[src/design/fpasmd_pkg.sv]
// Shared types and constants of the binary32 add/sub/mul/div core.
// No dependencies; used by every module of the core.
package fpasmd_pkg;

  localparam int unsigned QueueDepthDef = 4;

  localparam logic [1:0] CMD_ADD = 2'd0;
  localparam logic [1:0] CMD_SUB = 2'd1;
  localparam logic [1:0] CMD_MUL = 2'd2;
  localparam logic [1:0] CMD_DIV = 2'd3;

  localparam logic [31:0] QNAN_BITS = 32'hFFFF_FFFF;
  localparam logic [31:0] INF_BITS  = 32'h7F80_0000;
  localparam logic [31:0] SIGN_BIT  = 32'h8000_0000;

  // Quotient bits of the divider and how many are resolved per stage
  localparam int unsigned DivBits     = 27;
  localparam int unsigned DivPerStage = 3;
  localparam int unsigned DivStages   = DivBits / DivPerStage;

  typedef enum logic [1:0] {
    KIND_SPECIAL,
    KIND_ADD,
    KIND_MUL,
    KIND_DIV
  } kind_e;

  // Classified item. For KIND_ADD, a is the operand with the larger exponent.
  typedef struct packed {
    kind_e       kind;
    logic        sign;
    logic [31:0] a;
    logic [31:0] b;
    logic [31:0] res;
  } item_t;

endpackage

[src/design/fpasmd_queue.sv]
// Small FIFO of classified items between front end and back end.
// Depends on fpasmd_pkg.
module fpasmd_queue #(
  parameter int unsigned Depth = fpasmd_pkg::QueueDepthDef
) (
  input  logic              clk_i,
  input  logic              rst_ni,
  input  logic              push_valid_i,
  output logic              push_ready_o,
  input  fpasmd_pkg::item_t push_item_i,
  output logic              pop_valid_o,
  input  logic              pop_ready_i,
  output fpasmd_pkg::item_t pop_item_o
);

  localparam int unsigned PtrW = $clog2(Depth);
  localparam int unsigned CntW = $clog2(Depth + 1);

  fpasmd_pkg::item_t mem_q [Depth];
  logic [PtrW-1:0] wr_ptr_q, rd_ptr_q;
  logic [CntW-1:0] count_q;
  logic            push_fire, pop_fire;

  assign push_ready_o = (count_q != CntW'(Depth));
  assign pop_valid_o  = (count_q != '0);
  assign push_fire    = push_valid_i && push_ready_o;
  assign pop_fire     = pop_valid_o && pop_ready_i;
  assign pop_item_o   = mem_q[rd_ptr_q];

  always_ff @(posedge clk_i) begin
    if (push_fire) begin
      mem_q[wr_ptr_q] <= push_item_i;
    end
  end

  always_ff @(posedge clk_i or negedge rst_ni) begin
    if (!rst_ni) begin
      wr_ptr_q <= '0;
      rd_ptr_q <= '0;
      count_q  <= '0;
    end else begin
      if (push_fire) begin
        wr_ptr_q <= (wr_ptr_q == PtrW'(Depth - 1)) ? '0 : wr_ptr_q + 1'b1;
      end
      if (pop_fire) begin
        rd_ptr_q <= (rd_ptr_q == PtrW'(Depth - 1)) ? '0 : rd_ptr_q + 1'b1;
      end
      if (push_fire && !pop_fire) begin
        count_q <= count_q + 1'b1;
      end else if (!push_fire && pop_fire) begin
        count_q <= count_q - 1'b1;
      end
    end
  end

  a_count_bound: assert property (@(posedge clk_i) disable iff (!rst_ni)
    count_q <= CntW'(Depth))
    else $error("queue count beyond depth");

  a_count_inc: assert property (@(posedge clk_i) disable iff (!rst_ni)
    push_fire && !pop_fire |=> count_q == $past(count_q) + 1'b1)
    else $error("queue count did not follow a push");

endmodule

[config.mk]
export PLATFORM = sky130hd
export DESIGN_NAME = fpasmd_queue
export DESIGN_NICKNAME = d
export VERILOG_FILES = /design/src/design/fpasmd_pkg.sv /design/src/design/fpasmd_queue.sv
export SDC_FILE = /design/constraint.sdc
export NUM_CORES = 1
export LEC_CHECK = 0
export BUFFER_PORTS_ARGS = -buffer_cell sky130_fd_sc_hd__buf_2
export CAP_MARGIN = 30
export CORE_AREA = 3 3 196 198
export DETAILED_ROUTE_END_ITERATION = 12
export DIE_AREA = 0 0 199 201
export PLACE_DENSITY_LB_ADDON = 0.08
export SKIP_LAST_GASP = 1
export SYNTH_ARGS = -nofsm -noshare
export SYNTH_HDL_FRONTEND = slang
export SYNTH_SLANG_ARGS = --single-unit
[constraint.sdc]
create_clock -name clk_i -period 3.3 [get_ports clk_i]
set_input_delay 0.165 -clock clk_i [delete_from_list [all_inputs] [get_ports clk_i]]
set_output_delay 0.165 -clock clk_i [all_outputs]
set_load 0.03 [all_outputs]
Yosys cells after proc, flatten, opt, wreduce, memory -nomap -nowiden
Memory sizes are Yosys's and may differ from the RTL's.
Index checks and enable logic that the tools add are counted.
{"block": "totals", "mem_bits_ro": 0, "inputBits": 103, "elab_cells": 25, "regBits": 7, "memories": 1, "out_inout_bits": 101, "ramBits": 396, "latch_bits": 0}
{"memory": "mem_q", "words": 4, "word_bits": 99, "rd": 1, "rd_ports_with_merged_regs": 0, "wr": 1, "line": "fpasmd_queue.sv:19", "text": "fpasmd_pkg::item_t mem_q [Depth];"}
{"block": "classes", "addsub": 4, "div_mod_pow": 0, "bitwise_logic": 0, "mux": 6, "eq_ne": 3, "n_shift": 0, "mul": 0, "reduce_logical": 8, "order_cmp": 0}
{"op": "$mux 3", "n": 2}
{"op": "$add 2x1->2 const B", "n": 2}
{"op": "$eq 2x2->1 const B", "n": 2}
{"op": "$logic_and 1x1->1", "n": 4}
{"op": "$mux 2", "n": 2}
{"op": "$add 3x1->3 const B", "n": 1}
{"op": "$ne 3x3->1 const B", "n": 1}
{"op": "$reduce_bool 3->1", "n": 1}
{"op": "$sub 3x1->3 const B", "n": 1}
{"op": "$logic_not 1->1", "n": 2}
{"op": "$mux 1", "n": 2}
{"op": "$reduce_bool 2->1", "n": 1}

Logic depth before layout (Yosys ltp)
Gate-level depths: netlist (run 1).
{"block": "logic_depth", "ltp_word": 6, "depth_mapped": 8, "mapped_depth_nobuf": 8}

Worst setup path after synthesis (run 1)
OpenSTA, ideal clock, no wires.
{"block": "synth_path", "kind": "flip-flop to flip-flop", "start": "register count_q[2]", "end": "memory mem_q[0][0] (netlist bit) (enable)", "n_path_buf": 0, "required_ns": 2.887, "path_stages_with_launch": 3, "setup_slack_ns": 0.891, "arrival_ns": 1.996, "setup_time_ns": 0.413, "synth_period_minus_slack_ns": 2.409, "cell_sequence": "dfrtp_1 -> or3b_4 -> and3_2"}
{"block": "synth_via", "elab_chain_len": 4}
{"item": "from (decl)", "line": "fpasmd_queue.sv:21", "text": "logic [CntW-1:0] count_q;"}
{"item": "from (signal assigned)", "line": "fpasmd_queue.sv:49", "text": "count_q <= count_q + 1'b1;"}
{"item": "from (signal assigned)", "line": "fpasmd_queue.sv:51", "text": "count_q <= count_q - 1'b1;"}
{"item": "$ne 3x3->1", "line": "fpasmd_queue.sv:24", "text": "assign push_ready_o = (count_q != CntW'(Depth));"}
{"item": "via push_ready_o", "line": "fpasmd_queue.sv:9", "text": "output logic push_ready_o,"}
{"item": "$logic_and 1x1->1", "line": "fpasmd_queue.sv:26", "text": "assign push_fire = push_valid_i && push_ready_o;"}
{"item": "$mux 1", "line": "fpasmd_queue.sv:31", "text": "if (push_fire) begin"}
{"item": "$mux 1 (not written as such)", "line": "fpasmd_queue.sv:32", "text": "mem_q[wr_ptr_q] <= push_item_i;"}
{"item": "to (decl)", "line": "fpasmd_queue.sv:19"}
The timed path passes the listed nets, and every way through them passes these cells.

==> report_table.html, run 1 <==
<table>
<tr><th>Metric</th><th>Value</th></tr>
<tr><th colspan="2">Status</th></tr>
<tr><td>Status</td><td>finished, final reports clean</td></tr>
<tr><th colspan="2">GRT</th></tr>
<tr><td>Overflow left after global routing</td><td>0</td></tr>
<tr><td>Maximum number of pins on one net before global-route repair</td><td>55</td></tr>
<tr><td>Total track usage</td><td>15.2%</td></tr>
<tr><td>Number of global-route vias before repair</td><td>between 7,000 and 8,000</td></tr>
<tr><td>Global-route wire length before repair</td><td>46.1 mm</td></tr>
<tr><td>Initial antenna violation count</td><td>1</td></tr>
<tr><th colspan="2">Timing</th></tr>
<tr><td>Highest clock frequency the design can meet</td><td>382 MHz</td></tr>
<tr><td>Slack of the critical path</td><td>0.681 ns</td></tr>
<tr><td>Unrepaired setup endpoints after global routing</td><td>no</td></tr>
<tr><td>Final slew viol count</td><td>0</td></tr>
<tr><td>Final setup TNS</td><td>0 ns</td></tr>
<tr><td>Total of endpoints with negative setup slack in the final report</td><td>0</td></tr>
<tr><td>Worst max-slew margin expressed relative to the limit</td><td>63.6%</td></tr>
<tr><td>Final setup skew</td><td>0.0130 ns</td></tr>
<tr><td>WHS</td><td>0.0535 ns</td></tr>
<tr><td>Period utilisation layout</td><td>79.4%</td></tr>
<tr><td>Transition at the pin with the smallest max-transition slack</td><td>0.546 ns</td></tr>
<tr><td>Final Hold Fails</td><td>0</td></tr>
<tr><td>Tmin final</td><td>2.62 ns</td></tr>
<tr><th colspan="2">Route</th></tr>
<tr><td>Via count of the routed design</td><td>6,959</td></tr>
<tr><td>Wire length on met2</td><td>15.5 mm</td></tr>
<tr><td>Number of design-rule violations left by the first detailed-router iteration</td><td>338</td></tr>
<tr><td>Remaining design rule violation count</td><td>0</td></tr>
<tr><td>Via density per instance</td><td>4.98</td></tr>
<tr><td>Number of antenna-violating nets in the routed design</td><td>0</td></tr>
<tr><td>Highest metal layer used by the detailed router</td><td>met4</td></tr>
<tr><td>First-pass detailed-route iteration total</td><td>4</td></tr>
<tr><td>Routed length on met3</td><td>between 1.5 and 2 mm</td></tr>
<tr><td>Detailed-route wire length on metal 1</td><td>12.2 mm</td></tr>
<tr><td>Detailed-route wire length</td><td>approximately 30 mm</td></tr>
<tr><td>Routed WL per cell</td><td>21.4 um</td></tr>
<tr><th colspan="2">Setup path</th></tr>
<tr><td>Crit-path max cell delay</td><td>0.71 ns</td></tr>
<tr><td>Depth of the worst register-to-register path</td><td>8</td></tr>
<tr><td>Startpoint of the worst-slack reg-to-reg timing path</td><td>count_q[1]</td></tr>
<tr><td>Arrival time at the worst endpoint</td><td>roughly 2.5 ns</td></tr>
<tr><td>Series of cell instances along the critical path</td><td>buf_4, mux4_2, buf_2</td></tr>
<tr><td>Launching element of the worst setup path</td><td>rd_ptr_q[0]</td></tr>
<tr><td>Worst setup EP type</td><td>primary output</td></tr>
<tr><td>Worst-case register-to-register setup slack</td><td>1.00 ns</td></tr>
<tr><td>Capture point of the worst reg-to-reg path</td><td>count_q[2]</td></tr>
<tr><td>Capturing instance or port of the critical path</td><td>pop_item_o[4]</td></tr>
<tr><td>Worst setup SP type</td><td>register</td></tr>
<tr><td>Cell at the slowest stage of the critical path</td><td>sky130_fd_sc_hd__dfrtp_4</td></tr>
<tr><td>Worst Path Class, Setup</td><td>register to primary output</td></tr>
<tr><td>Largest fanout on the critical path</td><td>21</td></tr>
<tr><td>Required time reported for the critical path endpoint</td><td>3.13 ns</td></tr>
<tr><th colspan="2">Clock network</th></tr>
<tr><td>Clk pin slew, worst setup/hold paths</td><td>0.06 ns</td></tr>
<tr><td>Buffer depth of the longest clock path</td><td>3</td></tr>
<tr><td>TritonCTS clock tree</td><td>yes</td></tr>
<tr><td>Number of buffers created by CTS</td><td>42</td></tr>
<tr><td>CTS Root Cell</td><td>sky130_fd_sc_hd__clkbuf_16</td></tr>
<tr><td>H-tree lvl count</td><td>2</td></tr>
<tr><td>Num Clock Sinks</td><td>403</td></tr>
<tr><td>Clock insertion delay at the later pin of the skew report</td><td>0.53 ns</td></tr>
<tr><th colspan="2">Finish</th></tr>
<tr><td>Layout cell share with drive strength beyond 1</td><td>41.9%</td></tr>
<tr><td>Number of nets in the layout</td><td>about 1,000</td></tr>
<tr><td>Final standard cell utilization of the core</td><td>51.0%</td></tr>
<tr><td>Synthesis-to-finish area growth</td><td>27.5%</td></tr>
<tr><th colspan="2">Floorplanning</th></tr>
<tr><td>Placeable Area</td><td>0.0367 mm2</td></tr>
<tr><td>I/O pin cnt</td><td>204</td></tr>
<tr><td>Initial Util</td><td>around 40%</td></tr>
<tr><td>Width of the chip</td><td>between 150 and 200 um</td></tr>
<tr><td>Vertical extent of the die</td><td>201 um</td></tr>
<tr><td>Standard-cell rows</td><td>70</td></tr>
<tr><td>Area enclosed by the die boundary</td><td>0.0400 mm2</td></tr>
<tr><th colspan="2">Yosys</th></tr>
<tr><td>Ranking of synthesized cells by instance count</td><td>sky130_fd_sc_hd__edfxtp_1 (396), sky130_fd_sc_hd__mux4_2 (99), sky130_fd_sc_hd__buf_4 (9)</td></tr>
<tr><td>EDFF count, synth</td><td>between 300 and 400</td></tr>
<tr><td>Most common cell in the netlist</td><td>sky130_fd_sc_hd__edfxtp_1</td></tr>
<tr><td>Biggest area consumer among synthesized cells</td><td>sky130_fd_sc_hd__edfxtp_1</td></tr>
<tr><td>Net count after synthesis</td><td>663</td></tr>
<tr><td>Top cell type's share of synthesized area</td><td>approximately 81%</td></tr>
<tr><td>Dominant register cell in the synthesized netlist</td><td>sky130_fd_sc_hd__edfxtp_1</td></tr>
<tr><td>Synthesis Warnings</td><td>0</td></tr>
<tr><td>Register bit total from synthesis</td><td>approximately 400</td></tr>
<tr><td>Gate Count Post-Synth</td><td>between 500 and 600</td></tr>
<tr><td>Cell variety after synth</td><td>20</td></tr>
<tr><td>Fraction of the yosys area taken by sequential cells</td><td>82.2%</td></tr>
<tr><td>Post-synth ARST share</td><td>1.74%</td></tr>
<tr><td>Cell Area, Synth</td><td>0.0147 mm2</td></tr>
<tr><td>Mean post-synth cell area</td><td>26.6 um2</td></tr>
<tr><td>Biggest area contributors in the synthesized netlist</td><td>sky130_fd_sc_hd__edfxtp_1 (81%), sky130_fd_sc_hd__mux4_2 (15%), sky130_fd_sc_hd__dfrtp_1 (1.2%)</td></tr>
<tr><th colspan="2">Pwr</th></tr>
<tr><td>IR Drop Worst-Case VDD</td><td>0.000621 V</td></tr>
<tr><td>Leakage power total</td><td>6.44 nW</td></tr>
<tr><td>Power density over the cells</td><td>936 mW/mm2</td></tr>
<tr><th colspan="2">Worst hold path</th></tr>
<tr><td>Worst Hold Class</td><td>input pin to register</td></tr>
<tr><td>WHS Path Cells</td><td>3</td></tr>
<tr><th colspan="2">Placed design</th></tr>
<tr><td>Number of port buffers</td><td>between 200 and 250</td></tr>
<tr><td>Worst-case setup slack after placement</td><td>1.00 ns</td></tr>
<tr><td>Detailed Place HPWL</td><td>18.3 mm</td></tr>
<tr><td>Global placement routability congestion</td><td>about 0.72</td></tr>
<tr><th colspan="2">Job</th></tr>
<tr><td>Count of maximum capacitance violations</td><td>0</td></tr>
</table>
[worst max-delay path: cells and delay by family (launching register included)]
family   cells  cell delay (ns)
flops        1             0.71
buf+inv      2             0.62
mux          1             0.59
[per-stage QoR]
step / instance area [um2] / power [mW] / std cells
floorplan: 14700 / 11.4 / 553
global placement: 16400 / 13.2 / 1219
detailed placement: 16400 / 13.3 / 1219
CTS: 18700 / 17.9 / 1395
global route: 18700 / 18.4 / 1396
finish: 18700 / 17.5 / 1396
[cell families after synthesis]
kind of cell / count (synthesis) / share of synthesized area, %
buffers and inverters: 25 / 0.911
xor gates and xnor gates: 3 / 0.179
adders and majority gates: 7 / 0.647
DFF: 403 / 82.2
and+or+nand+nor: 11 / 0.494
muxes: 104 / 15.6
[how the worst min path moves through the flow]
stage	to	slack [ns]	from
global route	rd_ptr_q[0]	0.06	pop_ready_i
CTS	rd_ptr_q[0]	0.03	pop_ready_i
global placement	rd_ptr_q[0]	0.007	rst_ni
finish	rd_ptr_q[0]	0.05	pop_ready_i
floorplan	count_q[0]	-0.13	rst_ni
detailed placement	count_q[0]	0.01	rst_ni
[area by class of cell]
class	count	area [um2]
fillers	2955	18000
diodes	1	2.50
well taps	468	586
multi-input cells	125	2500
inverters	3	11.3
clock buffers	51	1150
flip-flops and latches	403	12100
clock inverters	24	155
repair buffers	321	2240
[cell usage in the layout, fill, tap and decap left out, drive strengths merged]
| cell type | count |
|---|---|
| and2 | 1 |
| and3 | 4 |
| buf | 220 |
| bufinv | 2 |
| clkbuf | 51 |
| clkinv | 21 |
| clkinvlp | 1 |
| dfrtp | 7 |
| diode | 1 |
| dlygate4sd3 | 101 |
| edfxtp | 396 |
| fa | 1 |
| ha | 6 |
| inv | 3 |
| mux2 | 5 |
| mux4 | 99 |
| nand2 | 1 |
| nor2 | 3 |
| or3 | 1 |
| or3b | 1 |
| xnor2 | 1 |
| xor2 | 2 |
[metal layers]
metal / up-vias / global-route usage [%]
met1: 3626 / 19.0
met3: 53 / 3.29
li1: 3094 / -
met5: - / 0
met2: 186 / 26.8
met4: 0 / 4.12
[flip-flops by register name, summed over array words and instances (netlist names)]
register  flops
mem_q       396
count_q       3
rd_ptr_q      2
wr_ptr_q      2
[power breakdown]
| part | switching [mW] | internal [mW] |
|---|---|---|
| Sequential | 0.378 | 6.76 |
| Combinational | 3.74 | 2.23 |
| Clock | 1.80 | 2.61 |
| Total | 5.92 | 11.6 |
[timing repair]
item / CTS / global route
endpoints found under the hold margin: 403 / 0
hold buffers: 101 / 0
setup buffers: 0 / 0
resized for setup: 0 / 0
(Power assumes the default switching activity.)
==> run 2, diff against run 1 <==
==> constraint.sdc (replaced) <==
create_clock -name clk_i -period 2.3 [get_ports clk_i]
set_input_delay 0.115 -clock clk_i [delete_from_list [all_inputs] [get_ports clk_i]]
set_output_delay 0.115 -clock clk_i [all_outputs]
set_load 0.03 [all_outputs]
==> run 2 against run 1 <==
  * Utilization up 0.66 points
  * Power up 48%
  * Sequential power up 42%
  * Clock power up 52%
  * Critical path depth up 1
  * Routed wire length up 1.6%
  * Setup slack worse by 0.60 ns
  * Die area unchanged
  * Hold slack better by 0.015 ns
  * Combinational power up 52%
  * Global-route usage about the same
  * Cell count up 0.79%
  * Critical path type unchanged
  * Largest cell class unchanged
==> report_table.html, run 2 (same netlist as run 1, synthesis figures left out) <==
<table>
<tr><th>Metric</th><th>Value</th></tr>
<tr><th colspan="2">Floorplanning</th></tr>
<tr><td>I/O pin cnt</td><td>about 200</td></tr>
<tr><td>Initial Util</td><td>between 40% and 50%</td></tr>
<tr><td>Vertical extent of the die</td><td>201 um</td></tr>
<tr><td>Standard-cell rows</td><td>70</td></tr>
<tr><td>Placeable Area</td><td>between 0.03 and 0.04 mm2</td></tr>
<tr><td>Width of the chip</td><td>199 um</td></tr>
<tr><td>Area enclosed by the die boundary</td><td>0.0400 mm2</td></tr>
<tr><th colspan="2">Clock network</th></tr>
<tr><td>CTS Root Cell</td><td>sky130_fd_sc_hd__clkbuf_16</td></tr>
<tr><td>Clock insertion delay at the later pin of the skew report</td><td>around 0.53 ns</td></tr>
<tr><td>H-tree lvl count</td><td>2</td></tr>
<tr><td>Number of buffers created by CTS</td><td>43</td></tr>
<tr><td>Clk pin slew, worst setup/hold paths</td><td>0.06 ns</td></tr>
<tr><td>TritonCTS clock tree</td><td>yes</td></tr>
<tr><td>Num Clock Sinks</td><td>403</td></tr>
<tr><td>Buffer depth of the longest clock path</td><td>3</td></tr>
<tr><th colspan="2">Setup path</th></tr>
<tr><td>Worst Path Class, Setup</td><td>register to primary output</td></tr>
<tr><td>Series of cell instances along the critical path</td><td>buf_12, buf_12, mux4_2, buf_2</td></tr>
<tr><td>Worst-case register-to-register setup slack</td><td>around 0.1 ns</td></tr>
<tr><td>Capture point of the worst reg-to-reg path</td><td>count_q[2]</td></tr>
<tr><td>Startpoint of the worst-slack reg-to-reg timing path</td><td>count_q[1]</td></tr>
<tr><td>Critical path depth</td><td>4</td></tr>
<tr><td>Crit path buffers/inverters</td><td>3</td></tr>
<tr><td>Arrival time at the worst endpoint</td><td>~2.1 ns</td></tr>
<tr><td>Largest fanout on the critical path</td><td>20</td></tr>
<tr><td>Largest delay contributor family on the critical path</td><td>buffers and inverters</td></tr>
<tr><td>Crit-path max cell delay</td><td>0.56 ns</td></tr>
<tr><td>Worst setup SP type</td><td>register</td></tr>
<tr><td>Most prevalent standard cell on the critical path</td><td>sky130_fd_sc_hd__buf_12</td></tr>
<tr><td>Depth of the worst register-to-register path</td><td>8</td></tr>
<tr><td>Required time reported for the critical path endpoint</td><td>2.18 ns</td></tr>
<tr><td>Worst setup EP type</td><td>primary output</td></tr>
<tr><td>Cell at the slowest stage of the critical path</td><td>sky130_fd_sc_hd__mux4_2</td></tr>
<tr><th colspan="2">Timing</th></tr>
<tr><td>Worst max-slew margin expressed relative to the limit</td><td>52.8%</td></tr>
<tr><td>Unrepaired setup endpoints after global routing</td><td>yes</td></tr>
<tr><td>Final slew viol count</td><td>0</td></tr>
<tr><td>Total of endpoints with negative setup slack in the final report</td><td>0</td></tr>
<tr><td>Period utilisation layout</td><td>96.4%</td></tr>
<tr><td>Transition at the pin with the smallest max-transition slack</td><td>0.707 ns</td></tr>
<tr><td>Final setup skew</td><td>about 0.015 ns</td></tr>
<tr><td>Tmin final</td><td>2.22 ns</td></tr>
<tr><td>Highest clock frequency the design can meet</td><td>451 MHz</td></tr>
<tr><td>Final Hold Fails</td><td>0</td></tr>
<tr><th colspan="2">GRT</th></tr>
<tr><td>Overflow left after global routing</td><td>0</td></tr>
<tr><td>Initial antenna violation count</td><td>3</td></tr>
<tr><td>Total track usage</td><td>15.2%</td></tr>
<tr><td>GR met1 Demand/Resource</td><td>just under 20%</td></tr>
<tr><td>Global-route wire length before repair</td><td>46.3 mm</td></tr>
<tr><td>Global routing met2 resource utilization</td><td>25.7%</td></tr>
<tr><td>Number of global-route vias before repair</td><td>7,931</td></tr>
<tr><td>Maximum number of pins on one net before global-route repair</td><td>57</td></tr>
<tr><td>GRT met3 Usage</td><td>3.73%</td></tr>
<tr><td>Top Usage Layer GRT</td><td>met2</td></tr>
<tr><th colspan="2">Job</th></tr>
<tr><td>Count of maximum capacitance violations</td><td>0</td></tr>
<tr><th colspan="2">Finish</th></tr>
<tr><td>Largest register FFs</td><td>396</td></tr>
<tr><td>Final standard cell utilization of the core</td><td>51.7%</td></tr>
<tr><td>Top library cells by usage in the layout, fill and taps aside</td><td>sky130_fd_sc_hd__edfxtp_1 (396), sky130_fd_sc_hd__buf_2 (204), sky130_fd_sc_hd__dlygate4sd3_1 (102), sky130_fd_sc_hd__mux4_2 (99), sky130_fd_sc_hd__clkbuf_16 (46)</td></tr>
<tr><td>Biggest registers after layout</td><td>mem_q: 396 flops, count_q: 3 flops</td></tr>
<tr><td>Most frequent standard cell in the layout excluding fill and tap cells</td><td>sky130_fd_sc_hd__edfxtp_1</td></tr>
<tr><td>Number of nets in the layout</td><td>1,014</td></tr>
<tr><td>Register with the most flip-flops</td><td>mem_q</td></tr>
<tr><td>Layout cell share with drive strength beyond 1</td><td>between 40% and 50%</td></tr>
<tr><td>Synthesis-to-finish area growth</td><td>29.1%</td></tr>
<tr><td>Count of non-filler cells in the finished layout</td><td>1,407</td></tr>
<tr><th colspan="2">Route</th></tr>
<tr><td>Number of antenna-violating nets in the routed design</td><td>0</td></tr>
<tr><td>Remaining design rule violation count</td><td>0</td></tr>
<tr><td>Detailed-route wire length</td><td>30.4 mm</td></tr>
<tr><td>Number of design-rule violations left by the first detailed-router iteration</td><td>270</td></tr>
<tr><td>First-pass detailed-route iteration total</td><td>5</td></tr>
<tr><td>Routed WL per cell</td><td>21.6 um</td></tr>
<tr><td>Via count of the routed design</td><td>slightly above 7,000</td></tr>
<tr><td>Via density per instance</td><td>5.03</td></tr>
<tr><th colspan="2">Worst hold path</th></tr>
<tr><td>WHS Endpoint</td><td>wr_ptr_q[0]</td></tr>
<tr><td>Beginning of the worst hold path</td><td>push_valid_i</td></tr>
<tr><td>WHS Path Cells</td><td>3</td></tr>
<tr><td>Worst Hold Class</td><td>input pin to register</td></tr>
<tr><th colspan="2">Placed design</th></tr>
<tr><td>Cell count after placement</td><td>between 1,000 and 1,500</td></tr>
<tr><td>Global placement routability congestion</td><td>0.726</td></tr>
<tr><td>Number of port buffers</td><td>203</td></tr>
<tr><td>Detailed Place HPWL</td><td>17.9 mm</td></tr>
<tr><th colspan="2">Pwr</th></tr>
<tr><td>IR Drop Worst-Case VDD</td><td>a little under 0.0009 V</td></tr>
<tr><td>Power density over the cells</td><td>1370 mW/mm2</td></tr>
<tr><td>Leakage power total</td><td>6.54 nW</td></tr>
<tr><th colspan="2">Status</th></tr>
<tr><td>Status</td><td>finished, final reports clean</td></tr>
</table>
==> run 2: layout make-up <==
class	instances	area (um2)
inverters	3	11.3
well taps	468	586
clock inverters	22	224
diodes	3	7.51
flip-flops and latches	403	12100
multi-input cells	125	2500
clock buffers	55	1160
fillers	2923	17700
repair buffers	328	2390
==> run 2: what timing repair did <==
item,in CTS,in global routing
cloned,0,1
endpoints found under the hold margin,405,0
gates resized for setup,1,1
hold buffers,102,0
buffers inserted,5,0
setup endpoints to repair,93,6
==> run 2: worst reg2reg max path, cell delays in order (launching register included) <==
cell and delay, ns:
sky130_fd_sc_hd__dfrtp_1 0.42, sky130_fd_sc_hd__or3_2 0.50, sky130_fd_sc_hd__nand2_1 0.14, sky130_fd_sc_hd__ha_2 0.20, sky130_fd_sc_hd__inv_1 0.05, sky130_fd_sc_hd__fa_1 0.38
sky130_fd_sc_hd__xor2_1 0.16, sky130_fd_sc_hd__nor2_1 0.11, sky130_fd_sc_hd__xor2_1 0.16
==> run 2: how the worst max path moves through the flow <==
stage,start,endpoint
after floorplan,count_q[2],mem_q[0][0]
after global routing,count_q[0],count_q[2]
final,rd_ptr_q[0],pop_item_o[32]
after CTS,rd_ptr_q[0],pop_item_o[56]
after global placement,count_q[1],count_q[2]
after detailed placement,count_q[1],count_q[2]
==> run 2: metal layers <==
metal	wire length, um	vias to the layer above	part of all wire, %
met3	1610	48	5.3
li1	-	3102	-
met5	0	-	0
met1	12800	3747	42
met4	526	0	1.7
met2	15500	175	51
==> run 2: metrics by stage <==
stage	setup TNS (ns)	total power, mW	setup WS (ns)	hold slack, ns	area (um2)
6_report	0	25.9	0.0821	0.0680	19000
3_5_place_dp	0	19.3	0.0942	-0.0448	16500
2_1_floorplan	-43.27	16.3	-0.109	-0.181	14700
4_1_cts	0	26.4	0.0175	0.0307	18900
5_1_grt	-0.0661	27.2	-0.0214	0.0509	19000
3_3_place_gp	0	19.1	0.162	-0.0471	16500
==> run 2: power breakdown <==
| group | internal [mW] | switching [mW] |
|---|---|---|
| clock | 4.11 | 2.63 |
| combinational | 3.46 | 5.59 |
| sequential | 9.70 | 0.407 |
==> run 3, diff against run 2 <==
--- a/config.mk
+++ b/config.mk
@@ -5,11 +5,12 @@
 export SDC_FILE = /design/constraint.sdc
 export NUM_CORES = 1
 export LEC_CHECK = 0
+export ABC_AREA = 1
 export BUFFER_PORTS_ARGS = -buffer_cell sky130_fd_sc_hd__buf_2
 export CAP_MARGIN = 30
-export CORE_AREA = 3 3 196 198
+export CORE_AREA = 3 3 205 207
 export DETAILED_ROUTE_END_ITERATION = 12
-export DIE_AREA = 0 0 199 201
+export DIE_AREA = 0 0 208 210
 export PLACE_DENSITY_LB_ADDON = 0.08
 export SKIP_LAST_GASP = 1
 export SYNTH_ARGS = -nofsm -noshare
==> run 3 against run 2 <==
  * Cell area rose by 6.4%
  * Sequential share of layout area down 3.9 points
  * Non-clock buffer count stayed put
  * Cell count rose by 48%
  * Highest routed layer unchanged
  * Clock power fell by 4.7%
==> report_table.html, run 3 <==
<table>
<tr><th>Metric</th><th>Value</th></tr>
<tr><th colspan="2">Route</th></tr>
<tr><td>Remaining design rule violation count</td><td>0</td></tr>
<tr><td>First-pass detailed-route iteration total</td><td>4</td></tr>
<tr><td>Detailed-route wire length</td><td>33.6 mm</td></tr>
<tr><td>Number of design-rule violations left by the first detailed-router iteration</td><td>432</td></tr>
<tr><td>Via count of the routed design</td><td>9,733</td></tr>
<tr><td>Via density per instance</td><td>4.67</td></tr>
<tr><td>Number of antenna-violating nets in the routed design</td><td>0</td></tr>
<tr><td>Routed WL per cell</td><td>16.1 um</td></tr>
<tr><th colspan="2">Clock network</th></tr>
<tr><td>Clock insertion delay at the later pin of the skew report</td><td>0.54 ns</td></tr>
<tr><td>H-tree lvl count</td><td>2</td></tr>
<tr><td>Clk pin slew, worst setup/hold paths</td><td>0.06 ns</td></tr>
<tr><td>Num Clock Sinks</td><td>403</td></tr>
<tr><td>TritonCTS clock tree</td><td>yes</td></tr>
<tr><td>CTS Root Cell</td><td>sky130_fd_sc_hd__clkbuf_16</td></tr>
<tr><td>Buffer depth of the longest clock path</td><td>3</td></tr>
<tr><td>Number of buffers created by CTS</td><td>44</td></tr>
<tr><th colspan="2">Timing</th></tr>
<tr><td>Tmin final</td><td>2.15 ns</td></tr>
<tr><td>Final Hold Fails</td><td>0</td></tr>
<tr><td>Transition at the pin with the smallest max-transition slack</td><td>approximately 0.58 ns</td></tr>
<tr><td>Total of endpoints with negative setup slack in the final report</td><td>0</td></tr>
<tr><td>Period utilisation layout</td><td>~94%</td></tr>
<tr><td>Final slew viol count</td><td>0</td></tr>
<tr><td>WHS</td><td>~0.32 ns</td></tr>
<tr><td>Final setup skew</td><td>0.00788 ns</td></tr>
<tr><td>Highest clock frequency the design can meet</td><td>465 MHz</td></tr>
<tr><td>Worst max-slew margin expressed relative to the limit</td><td>61.2%</td></tr>
<tr><th colspan="2">Finish</th></tr>
<tr><td>Largest register FFs</td><td>396</td></tr>
<tr><td>Biggest registers after layout</td><td>mem_q: 396 flops, count_q: 3 flops</td></tr>
<tr><td>Top library cells by usage in the layout, fill and taps aside</td><td>sky130_fd_sc_hd__edfxtp_1 (396), sky130_fd_sc_hd__nand2_1 (311), sky130_fd_sc_hd__inv_1 (209), sky130_fd_sc_hd__buf_2 (203), sky130_fd_sc_hd__o211ai_1 (198)</td></tr>
<tr><td>Antenna cells</td><td>0</td></tr>
<tr><td>Number of nets in the layout</td><td>1,632</td></tr>
<tr><td>Synthesis-to-finish area growth</td><td>26.1%</td></tr>
<tr><td>Most frequent standard cell in the layout excluding fill and tap cells</td><td>sky130_fd_sc_hd__edfxtp_1</td></tr>
<tr><td>Layout cell share with drive strength beyond 1</td><td>18.8%</td></tr>
<tr><td>Register with the most flip-flops</td><td>mem_q</td></tr>
<tr><td>Total non-filler cell area in the finished layout</td><td>approximately 0.020 mm2</td></tr>
<tr><th colspan="2">Status</th></tr>
<tr><td>Status</td><td>finished, final reports clean</td></tr>
<tr><th colspan="2">Setup path</th></tr>
<tr><td>Required time reported for the critical path endpoint</td><td>2.18 ns</td></tr>
<tr><td>Worst Path Class, Setup</td><td>register to primary output</td></tr>
<tr><td>Arrival time at the worst endpoint</td><td>2.04 ns</td></tr>
<tr><td>Worst setup SP type</td><td>register</td></tr>
<tr><td>Worst setup EP type</td><td>primary output</td></tr>
<tr><td>Largest fanout on the critical path</td><td>68</td></tr>
<tr><th colspan="2">Yosys</th></tr>
<tr><td>Ranking of synthesized cells by instance count</td><td>sky130_fd_sc_hd__edfxtp_1 (396), sky130_fd_sc_hd__nand2_1 (312), sky130_fd_sc_hd__inv_1 (211)</td></tr>
<tr><td>Register bit total from synthesis</td><td>403</td></tr>
<tr><td>Dominant register cell in the synthesized netlist</td><td>sky130_fd_sc_hd__edfxtp_1</td></tr>
<tr><td>Mean post-synth cell area</td><td>13.2 um2</td></tr>
<tr><td>Gate Count Post-Synth</td><td>1,213</td></tr>
<tr><td>Fraction of the yosys area taken by sequential cells</td><td>75.4%</td></tr>
<tr><td>Top cell type's share of synthesized area</td><td>around three quarters</td></tr>
<tr><td>Post-synth ARST share</td><td>1.74%</td></tr>
<tr><td>Cell variety after synth</td><td>17</td></tr>
<tr><td>Net count after synthesis</td><td>between 1,000 and 1,500</td></tr>
<tr><td>Biggest area contributors in the synthesized netlist</td><td>sky130_fd_sc_hd__edfxtp_1 (74%), sky130_fd_sc_hd__o211ai_1 (9.3%), sky130_fd_sc_hd__nand2_1 (7.3%)</td></tr>
<tr><td>Most common cell in the netlist</td><td>sky130_fd_sc_hd__edfxtp_1</td></tr>
<tr><td>Biggest area consumer among synthesized cells</td><td>sky130_fd_sc_hd__edfxtp_1</td></tr>
<tr><td>Synthesis Warnings</td><td>0</td></tr>
<tr><td>EDFF count, synth</td><td>396</td></tr>
<tr><td>Cell Area, Synth</td><td>0.0160 mm2</td></tr>
<tr><th colspan="2">Pwr</th></tr>
<tr><td>Clock power share</td><td>between 20% and 30%</td></tr>
<tr><td>Internal</td><td>~16 mW</td></tr>
<tr><td>IR Drop Worst-Case VDD</td><td>0.000709 V</td></tr>
<tr><td>Sequential share of power</td><td>37.2%</td></tr>
<tr><td>Part of the total power dissipated in combinational logic</td><td>38.9%</td></tr>
<tr><td>Power dissipated by switching net loads</td><td>between 10 and 15 mW</td></tr>
<tr><td>Sw Share</td><td>38.7%</td></tr>
<tr><td>Power density over the cells</td><td>~1300 mW/mm2</td></tr>
<tr><td>Leakage power total</td><td>just under 8 nW</td></tr>
<tr><th colspan="2">Floorplanning</th></tr>
<tr><td>Standard-cell rows</td><td>74</td></tr>
<tr><td>Vertical extent of the die</td><td>210 um</td></tr>
<tr><td>I/O pin cnt</td><td>204</td></tr>
<tr><td>Width of the chip</td><td>208 um</td></tr>
<tr><td>Area enclosed by the die boundary</td><td>0.0437 mm2</td></tr>
<tr><td>Initial Util</td><td>39.5%</td></tr>
<tr><td>Placeable Area</td><td>0.0406 mm2</td></tr>
<tr><th colspan="2">GRT</th></tr>
<tr><td>Maximum number of pins on one net before global-route repair</td><td>113</td></tr>
<tr><td>Total track usage</td><td>15.4%</td></tr>
<tr><td>Global-route wire length before repair</td><td>53.2 mm</td></tr>
<tr><td>Initial antenna violation count</td><td>0</td></tr>
<tr><td>Number of global-route vias before repair</td><td>9,739</td></tr>
<tr><td>Overflow left after global routing</td><td>0</td></tr>
<tr><th colspan="2">Placed design</th></tr>
<tr><td>Total placed instance area</td><td>0.0178 mm2</td></tr>
<tr><td>Global placement routability congestion</td><td>roughly 0.71</td></tr>
<tr><td>Detailed Place HPWL</td><td>18.3 mm</td></tr>
<tr><td>Number of port buffers</td><td>203</td></tr>
<tr><th colspan="2">Job</th></tr>
<tr><td>Count of maximum capacitance violations</td><td>0</td></tr>
<tr><th colspan="2">Worst hold path</th></tr>
<tr><td>Worst Hold Class</td><td>input pin to register</td></tr>
</table>
-- run 3: cell types whose count changed in the layout (fill, tap and decap cells not counted), moves of 4 or more --
cell	change
sky130_fd_sc_hd__and3_4	-4
sky130_fd_sc_hd__buf_12	+5
sky130_fd_sc_hd__buf_4	-4
sky130_fd_sc_hd__clkbuf_1	+5
sky130_fd_sc_hd__clkinv_1	-5
sky130_fd_sc_hd__inv_1	+206
sky130_fd_sc_hd__mux4_2	-99
sky130_fd_sc_hd__nand2_1	+310
sky130_fd_sc_hd__nand3_1	+6
sky130_fd_sc_hd__nor2_4	+4
sky130_fd_sc_hd__o211ai_1	+198
-- run 3: layout make-up --
type | count | area, um2
clock buffer | 60 | 1180
clock inverter | 17 | 130
fill | 3575 | 20400
inverter | 212 | 801
multi-input combinational | 533 | 2890
sequential | 403 | 12100
tap | 532 | 666
timing repair buffer | 328 | 2440
-- run 3: cells by family after synthesis --
| kind of cell | share of synthesized area (%) |
|---|---|
| XOR/XNOR | 0.0547 |
| AO/OA/AOI/OAI | 9.31 |
| AND/OR/NAND/NOR | 7.71 |
| buffers and inverters | 6.96 |
| adder cells (fa/ha/maj) | 0.594 |
| flip-flops | 75.4 |
-- run 3: worst paths after layout --
kind,start,end,slack (ns),cells after the start
worst max-delay path,rd_ptr_q[0],pop_item_o[31],0.15,5
worst min-delay path,push_item_i[37],mem_q[0][37],0.32,2
worst max register to register,count_q[0],count_q[2],0.49,10
worst min register to register,wr_ptr_q[1],wr_ptr_q[1],0.54,2
max in group asynchronous,rst_ni,rd_ptr_q[1],1.42,3
min in group asynchronous,rst_ni,count_q[0],0.58,3
-- run 3: layer usage --
layer / vias up / track usage (%) / wire length [um]
met1: 4667 / 19.4 / 14500
met4: 0 / 5.18 / 768
met2: 179 / 26.2 / 16400
li1: 4841 / - / -
met5: - / 0 / 0
met3: 46 / 4.03 / 1950
-- run 3: power groups by stage --
stage	sequential, mW	combinational, mW	clock [mW]
4_1_cts	10.0	10.7	6.65
6_report	9.98	10.4	6.42
3_5_place_dp	10.2	10.5	0
2_1_floorplan	10.1	7.16	0
5_1_grt	10.1	11.5	6.96
3_3_place_gp	10.1	10.5	0
-- run 3: timing repair --
action,4_1_cts,5_1_grt
endpoints found under the setup margin,0,46
hold buffers,103,0
endpoints found under the hold margin,407,0
buffers inserted,0,2
resized for setup,0,2
-- run 3: stage by stage --
stage	setup slack [ns]	instances	TNS, ns	total power, mW	utilization [%]
CTS	0.0333	2083	0	27.3	49.7
detailed placement	0.487	1903	0	20.7	43.9
floorplan	-0.314	1213	-118.32	17.2	-
finish	0.149	2085	0	26.8	49.8
global route	-0.000418	2085	-0.000418	28.6	49.8
global placement	0.523	1903	0	20.6	43.9
-- run 3: critical path, cell delays in order, from the launching register on --
cell and delay [ns]:
sky130_fd_sc_hd__dfrtp_4 0.54, sky130_fd_sc_hd__buf_12 0.18, sky130_fd_sc_hd__buf_12 0.26, sky130_fd_sc_hd__o211ai_1 0.15, sky130_fd_sc_hd__nand2_1 0.12, sky130_fd_sc_hd__buf_2 0.20
